===== config.mk =====
export PLATFORM = sky130hd
export DESIGN_NAME = zip_stream_decrypt_alternate_top
export DESIGN_NICKNAME = d
export VERILOG_FILES = /design/src/rtl/zsda_pkg.sv /design/src/rtl/zsda_datapath.sv /design/src/rtl/zsda_ctrl.sv /design/src/rtl/zip_stream_decrypt_alternate_top.sv
export SDC_FILE = /design/constraint.sdc
export NUM_CORES = 1
export LEC_CHECK = 0
export BUFFER_PORTS_ARGS = -buffer_cell sky130_fd_sc_hd__buf_2
export CAP_MARGIN = 0
export CORE_UTILIZATION = 65
export CTS_CLUSTER_SIZE = 28
export DETAILED_ROUTE_END_ITERATION = 7
export PLACE_DENSITY = 0.91
export SYNTH_ARGS = -nofsm -noshare
export SYNTH_HDL_FRONTEND = slang
export SYNTH_SLANG_ARGS = --single-unit

===== constraint.sdc =====
create_clock -name aclk -period 6.6 [get_ports aclk]
set_clock_uncertainty 0.2 [all_clocks]
set_input_delay 1.65 -clock aclk [delete_from_list [all_inputs] [get_ports aclk]]
set_output_delay 1.65 -clock aclk [all_outputs]
set_load 0.05 [all_outputs]

===== src/rtl/zsda_pkg.sv =====
// ----------------------------------------------------------------------------
// zsda_pkg
// Types, constants and the CRC byte step shared by the alternate-byte
// ZIP stream decrypt block.
// ----------------------------------------------------------------------------
package zsda_pkg;

    localparam logic [31:0] INIT_KEY_A = 32'h1234_5678;
    localparam logic [31:0] INIT_KEY_B = 32'h2345_6789;
    localparam logic [31:0] INIT_KEY_C = 32'h3456_7890;
    localparam logic [31:0] KEY_B_MULT = 32'd134775813;
    localparam logic [31:0] CRC_POLY   = 32'hEDB8_8320;

    typedef enum logic [1:0] {
        OP_RESTART = 2'd0,
        OP_ABSORB  = 2'd1,
        OP_DECRYPT = 2'd2,
        OP_UNUSED  = 2'd3
    } opcode_t;

    typedef enum logic [2:0] {
        ST_IDLE,
        ST_STREAM,
        ST_CRC_A,
        ST_MULT,
        ST_CRC_C,
        ST_EMIT
    } state_t;

    typedef struct packed {
        logic load_in;
        logic restart;
        logic ks_step;
        logic crc_a_step;
        logic use_stream;
        logic mult_step;
        logic crc_c_step;
        logic emit;
    } dp_cmd_t;

    typedef struct packed {
        logic odd_position;
        logic out_free;
    } dp_status_t;

    function automatic logic [31:0] crc_byte(input logic [31:0] c, input logic [7:0] b);
        logic [31:0] r;
        r = c ^ {24'd0, b};
        for (int n = 0; n < 8; n++) begin
            r = r[0] ? ((r >> 1) ^ CRC_POLY) : (r >> 1);
        end
        return r;
    endfunction

endpackage


===== src/rtl/zsda_datapath.sv =====
// ----------------------------------------------------------------------------
// zsda_datapath
// Key registers, keystream multiply, CRC steps, key_b multiply and the
// output register.
// ----------------------------------------------------------------------------
module zsda_datapath (
    input  logic                 aclk,
    input  logic                 aresetn,
    input  zsda_pkg::dp_cmd_t    cmd,
    output zsda_pkg::dp_status_t status,
    input  logic [7:0]           in_byte,
    output logic                 out_valid,
    input  logic                 out_ready,
    output logic [7:0]           out_byte
);

    logic [31:0] key_a_reg, key_a_next;
    logic [31:0] key_b_reg, key_b_next;
    logic [31:0] key_c_reg, key_c_next;
    logic        odd_reg, odd_next;
    logic [7:0]  data_reg, data_next;
    logic [7:0]  ks_reg, ks_next;
    logic        out_valid_reg, out_valid_next;
    logic [7:0]  out_byte_reg, out_byte_next;

    logic [15:0] ks_t;
    logic [31:0] ks_prod;
    logic [7:0]  src_byte;
    logic [31:0] b_sum;

    always_comb begin
        ks_t     = key_c_reg[15:0] | 16'h0002;
        ks_prod  = {16'd0, ks_t} * {16'd0, ks_t ^ 16'h0001};
        src_byte = cmd.use_stream ? (data_reg ^ ks_reg) : data_reg;
        b_sum    = key_b_reg + {24'd0, key_a_reg[7:0]};

        key_a_next     = key_a_reg;
        key_b_next     = key_b_reg;
        key_c_next     = key_c_reg;
        odd_next       = odd_reg;
        data_next      = data_reg;
        ks_next        = ks_reg;
        out_byte_next  = out_byte_reg;
        out_valid_next = out_valid_reg && !out_ready;

        if (cmd.restart) begin
            key_a_next = zsda_pkg::INIT_KEY_A;
            key_b_next = zsda_pkg::INIT_KEY_B;
            key_c_next = zsda_pkg::INIT_KEY_C;
            odd_next   = 1'b0;
        end
        if (cmd.load_in) begin
            data_next = in_byte;
        end
        if (cmd.ks_step) begin
            ks_next = ks_prod[15:8];
        end
        if (cmd.crc_a_step) begin
            key_a_next = zsda_pkg::crc_byte(key_a_reg, src_byte);
            data_next  = src_byte;
        end
        if (cmd.mult_step) begin
            key_b_next = b_sum * zsda_pkg::KEY_B_MULT + 32'd1;
        end
        if (cmd.crc_c_step) begin
            key_c_next = zsda_pkg::crc_byte(key_c_reg, key_b_reg[31:24]);
        end
        if (cmd.emit) begin
            out_byte_next  = data_reg;
            out_valid_next = 1'b1;
            odd_next       = !odd_reg;
        end
    end

    always_ff @(posedge aclk) begin
        if (!aresetn) begin
            key_a_reg     <= zsda_pkg::INIT_KEY_A;
            key_b_reg     <= zsda_pkg::INIT_KEY_B;
            key_c_reg     <= zsda_pkg::INIT_KEY_C;
            odd_reg       <= 1'b0;
            out_valid_reg <= 1'b0;
        end else begin
            key_a_reg     <= key_a_next;
            key_b_reg     <= key_b_next;
            key_c_reg     <= key_c_next;
            odd_reg       <= odd_next;
            out_valid_reg <= out_valid_next;
        end
    end

    always_ff @(posedge aclk) begin
        data_reg     <= data_next;
        ks_reg       <= ks_next;
        out_byte_reg <= out_byte_next;
    end

    assign status.odd_position = odd_reg;
    assign status.out_free     = !out_valid_reg || out_ready;
    assign out_valid           = out_valid_reg;
    assign out_byte            = out_byte_reg;

endmodule


===== src/rtl/zsda_ctrl.sv =====
// ----------------------------------------------------------------------------
// zsda_ctrl
// Sequencer: decodes the opcode of an accepted request and steps the
// datapath through keystream, key update and output.
// ----------------------------------------------------------------------------
module zsda_ctrl (
    input  logic                 aclk,
    input  logic                 aresetn,
    input  logic                 in_valid,
    output logic                 in_ready,
    input  logic [1:0]           in_opcode,
    input  zsda_pkg::dp_status_t status,
    output zsda_pkg::dp_cmd_t    cmd
);

    zsda_pkg::state_t state_reg, state_next;
    logic             is_data_reg, is_data_next;
    zsda_pkg::opcode_t op;

    assign op = zsda_pkg::opcode_t'(in_opcode);

    always_ff @(posedge aclk) begin
        if (!aresetn) begin
            state_reg   <= zsda_pkg::ST_IDLE;
            is_data_reg <= 1'b0;
        end else begin
            state_reg   <= state_next;
            is_data_reg <= is_data_next;
        end
    end

    always_comb begin
        state_next   = state_reg;
        is_data_next = is_data_reg;
        cmd          = '0;
        in_ready     = 1'b0;
        unique case (state_reg)
            zsda_pkg::ST_IDLE: begin
                in_ready = 1'b1;
                if (in_valid) begin
                    unique case (op)
                        zsda_pkg::OP_RESTART: begin
                            cmd.restart = 1'b1;
                        end
                        zsda_pkg::OP_ABSORB: begin
                            cmd.load_in  = 1'b1;
                            is_data_next = 1'b0;
                            state_next   = zsda_pkg::ST_CRC_A;
                        end
                        zsda_pkg::OP_DECRYPT: begin
                            cmd.load_in  = 1'b1;
                            is_data_next = 1'b1;
                            state_next   = status.odd_position ? zsda_pkg::ST_EMIT
                                                               : zsda_pkg::ST_STREAM;
                        end
                        zsda_pkg::OP_UNUSED: begin
                        end
                    endcase
                end
            end
            zsda_pkg::ST_STREAM: begin
                cmd.ks_step = 1'b1;
                state_next  = zsda_pkg::ST_CRC_A;
            end
            zsda_pkg::ST_CRC_A: begin
                cmd.crc_a_step = 1'b1;
                cmd.use_stream = is_data_reg;
                state_next     = zsda_pkg::ST_MULT;
            end
            zsda_pkg::ST_MULT: begin
                cmd.mult_step = 1'b1;
                state_next    = zsda_pkg::ST_CRC_C;
            end
            zsda_pkg::ST_CRC_C: begin
                if (!is_data_reg || status.out_free) begin
                    cmd.crc_c_step = 1'b1;
                    cmd.emit       = is_data_reg;
                    state_next     = zsda_pkg::ST_IDLE;
                end
            end
            zsda_pkg::ST_EMIT: begin
                if (status.out_free) begin
                    cmd.emit   = 1'b1;
                    state_next = zsda_pkg::ST_IDLE;
                end
            end
            default: begin
                state_next = zsda_pkg::ST_IDLE;
            end
        endcase
    end

endmodule


===== src/rtl/zip_stream_decrypt_alternate_top.sv =====
// ----------------------------------------------------------------------------
// zip_stream_decrypt_alternate_top
// Traditional ZIP stream cipher, decrypting every other data byte.
// Steps: restart acts on acceptance; password byte: CRC of key_a, key_b
// multiply, CRC of key_c; odd-position data byte passes to the output;
// even-position data byte: keystream multiply, CRC of key_a, key_b multiply,
// CRC of key_c with the result registered onto m_. One request at a time.
// Reset: keys load their initial values, parity clears, output empties.
// ----------------------------------------------------------------------------
module zip_stream_decrypt_alternate_top (
    input  logic       aclk,
    input  logic       aresetn,
    input  logic       s_tvalid,
    output logic       s_tready,
    input  logic [7:0] s_tdata,   // [7:0] data_byte
    input  logic [1:0] s_tuser,   // [1:0] opcode
    output logic       m_tvalid,
    input  logic       m_tready,
    output logic [7:0] m_tdata    // [7:0] out_byte
);

    zsda_pkg::dp_cmd_t    cmd;
    zsda_pkg::dp_status_t status;

    zsda_ctrl u_ctrl (
        .aclk      (aclk),
        .aresetn   (aresetn),
        .in_valid  (s_tvalid),
        .in_ready  (s_tready),
        .in_opcode (s_tuser),
        .status    (status),
        .cmd       (cmd)
    );

    zsda_datapath u_datapath (
        .aclk      (aclk),
        .aresetn   (aresetn),
        .cmd       (cmd),
        .status    (status),
        .in_byte   (s_tdata),
        .out_valid (m_tvalid),
        .out_ready (m_tready),
        .out_byte  (m_tdata)
    );

endmodule


==> results.sh <==
export IMPL_worstPathMaxFanout=5
export IMPL_ys_seq_area_frac=0.198
export IMPL_drc=0
export IMPL_vias=11200
export IMPL_tightest_slew_ns=1.14
export IMPL_synth_nets=1863
export IMPL_synthMuxAreaShare=0.00287
export IMPL_die_area_sq_um=22100
export IMPL_finalSetupViolCount=0
export IMPL_n_antenna_cell=0
export IMPL_fin_crit_sh=0.960
export IMPL_die_w_microns=149
export IMPL_cts_hold_buf=0
export IMPL_netlist_area_sq_um=14000
export IMPL_layout_drive_gt1_share=0.0797
export IMPL_holdCritStartpoint="u_datapath.key_b_reg[7]"
export IMPL_num_io_pins=24
export IMPL_max_freq_mhz=158
export IMPL_synth_cell_type_count=57
export IMPL_worstHoldPathCells=2
export IMPL_die_height_microns=149
export IMPL_clkTransAtPathRegs_ns=0.06
export IMPL_critPathLaunchType="register"
export IMPL_reg2reg_depth=25
export IMPL_grt_max_degree=57
export IMPL_synth_top_area_share=0.168
export IMPL_gp_congestion=0.936
export IMPL_synth_top_area_cell="fa_1"
export IMPL_r2r_slack_ns=0.27
export IMPL_timing_rr_end="u_datapath.key_b_reg[31]"
export IMPL_wl_microns=36000
export IMPL_cp_end_kind="register"
export IMPL_clock_latency_ns=0.45
export IMPL_synthTopCellsByArea="fa_1 17%, ha_1 16%, dfxtp_1 15%"
export IMPL_cp_data_required_time_ns=6.72
export IMPL_crit_type="reg2reg"
export IMPL_finalCriticalPeriod_ns=6.33
export IMPL_synth_compound_gate_area_share=0.0949
export IMPL_final_nets=1886
export IMPL_worstHoldPathType="reg2reg"
export IMPL_yosys_area_share_adder=0.324
export IMPL_io_buffers=23
export IMPL_r2r_start="u_datapath.key_a_reg[0]"
export IMPL_syn_avg_cell_area_sq_um=8.97
export IMPL_report_final_slew_viol_count=0
export IMPL_synthCells=1558
export IMPL_holdWs_ns=0.305
export IMPL_ys_ff_latch=126
export IMPL_maxSlewHeadroom=0.240
export IMPL_core_sq_um=21000
export IMPL_routedWlPerCell_microns=19.2
export IMPL_cts_sinks=126
export IMPL_num_rows=53
export IMPL_synth_xor_area_frac=0.172
export IMPL_dr_pass1_iters=6
export IMPL_worst_ep_arrival_time_ns=6.45
export IMPL_ant_nets=0
export IMPL_postSynth_asyncResetShare=0
export IMPL_outcome="complete, no violations"
export IMPL_stdcell_count=1869
export IMPL_synth_edf_count=24
export IMPL_drt_iter0_drc=971
export IMPL_cts_buffers=17
export IMPL_cp_startpoint="u_datapath.key_a_reg[0]"
export IMPL_htreeDepth=4
export IMPL_place_hpwl_microns=25800
export IMPL_synth_simple_area_share=0.123
export IMPL_grt_overflow=0
export IMPL_grt_pass1_vias=12000
export IMPL_area_growth_pct=8.68
export IMPL_dp_cells=1835
export IMPL_antenna_found_initial=0
export IMPL_finalHoldViolCount=0
export IMPL_start_util=0.664
export IMPL_grt_setup_unrepaired="true"
export IMPL_grtUsageTotal=0.341
export IMPL_clockBufferDepth=2
export IMPL_ys_warn_count=0
export IMPL_via_per_inst=6.00
export IMPL_grt_pass1_wl_microns=58500
export IMPL_synth_top_family_by_area="adder cells"
export IMPL_drv_cap=0
export IMPL_cts_tree="done"
export IMPL_whs_endpoint="u_datapath.key_b_reg[7]"
export IMPL_synthFlopType="dfxtp_1"
export IMPL_ctsRootBufferMaster="clkbuf_16"
[layer usage]
layer	share of wire	GRT usage	routed length, microns
met5	0	0	0
met4	0.051	0.206	1850
met3	0.086	0.0678	3090
met2	0.50	0.574	17800
met1	0.37	0.401	13200
[cell usage after synthesis, drive strengths merged (6+ instances only)]
cell type and number:
ha 174, a31oi 6, o22ai 18, o21ai 74, nand2 111, and3 14, xor2 73, clkbuf 40
nor3 29, a21o 17, a22oi 22, xnor2 179, nand2b 12, nor2 67, dfxtp 102, buf 9
and2 28, a21oi 30, fa 117, edfxtp 24, nor2b 33, nand3 42, a21boi 17, inv 264
[cell type report]
cell class	count	area, sq um
sequential	126	2760
timing repair buffer	53	340
inverter	264	991
fill	1284	5840
clock inverter	14	173
clock buffer	18	439
multi-input combinational	1119	10100
tap	275	344
[worst max path at each step]
stage                                to  slack [ns]  cells after the start
6_report       u_datapath.key_b_reg[31]        0.27                     25
5_1_grt        u_datapath.key_b_reg[31]       0.002                     25
4_1_cts        u_datapath.key_b_reg[31]        0.04                     25
3_5_place_dp   u_datapath.key_b_reg[31]     -0.0001                     25
3_3_place_gp   u_datapath.key_b_reg[31]        0.26                     24
2_1_floorplan  u_datapath.key_b_reg[31]        0.56                     25
[per-stage QoR]
step / cell area (sq um) / utilization / TNS (ns) / setup WS (ns)
5_1_grt: 15200 / 0.722 / 0 / 0.00232
3_5_place_dp: 14400 / 0.687 / -0.000111 / -0.000111
3_3_place_gp: 14400 / 0.687 / 0 / 0.261
4_1_cts: 15100 / 0.717 / 0 / 0.0368
6_report: 15200 / 0.722 / 0 / 0.266
2_1_floorplan: 14000 / - / 0 / 0.559
[worst max-delay path: stages (launching register included)]
cell and delay [ns]:
dfxtp_1 0.34, ha_2 0.20, fa_2 0.41, a211oi_2 0.25
o21ai_1 0.11, a21o_1 0.24, and2_4 0.18, nand2_1 0.10
xor2_2 0.20, inv_2 0.09, ha_1 0.21, fa_1 0.53
inv_1 0.06, fa_1 0.49, fa_1 0.57, inv_1 0.07
fa_2 0.41, xnor2_2 0.15, xnor2_1 0.16, xnor2_1 0.16
xnor2_1 0.16, xnor3_1 0.25, xnor3_2 0.27, xor2_2 0.20
xnor2_1 0.13, o21ai_0 0.08
[cell usage in the layout (no fill, tap or decap), types with 23 or more instances in the layout]
cell type / synthesis / layout
inv_1: 264 / 263
ha_1: 174 / 173
xnor2_1: 171 / 167
fa_1: 117 / 115
nand2_1: 111 / 111
dfxtp_1: 102 / 102
o21ai_0: 73 / 71
nor2_1: 67 / 66
xor2_1: 68 / 64
nand3_1: 42 / 42
nor2b_1: 33 / 33
a21oi_1: 30 / 30
buf_4: 0 / 30
nor3_1: 29 / 27
and2_1: 28 / 27
edfxtp_1: 24 / 24
buf_2: 5 / 23
[timing repair]
action	in CTS	in global routing
pin swaps	1	8
endpoints found under the setup margin	1	9
gates resized for setup	4	19
buffers inserted	0	2
[logic make-up (layout without fill, tap and decap cells)]
logic type	Yosys count	after routing
fa+ha+maj	291	291
other cells	1	1
xor+xnor	254	254
compound gates	212	212
simple gates	357	357
buf+inv	313	349
mux	4	4
flops	126	126
Power is left out: the tool's default activity adds up to more than one toggle a clock period on the data nets, which glitch-free logic cannot reach.
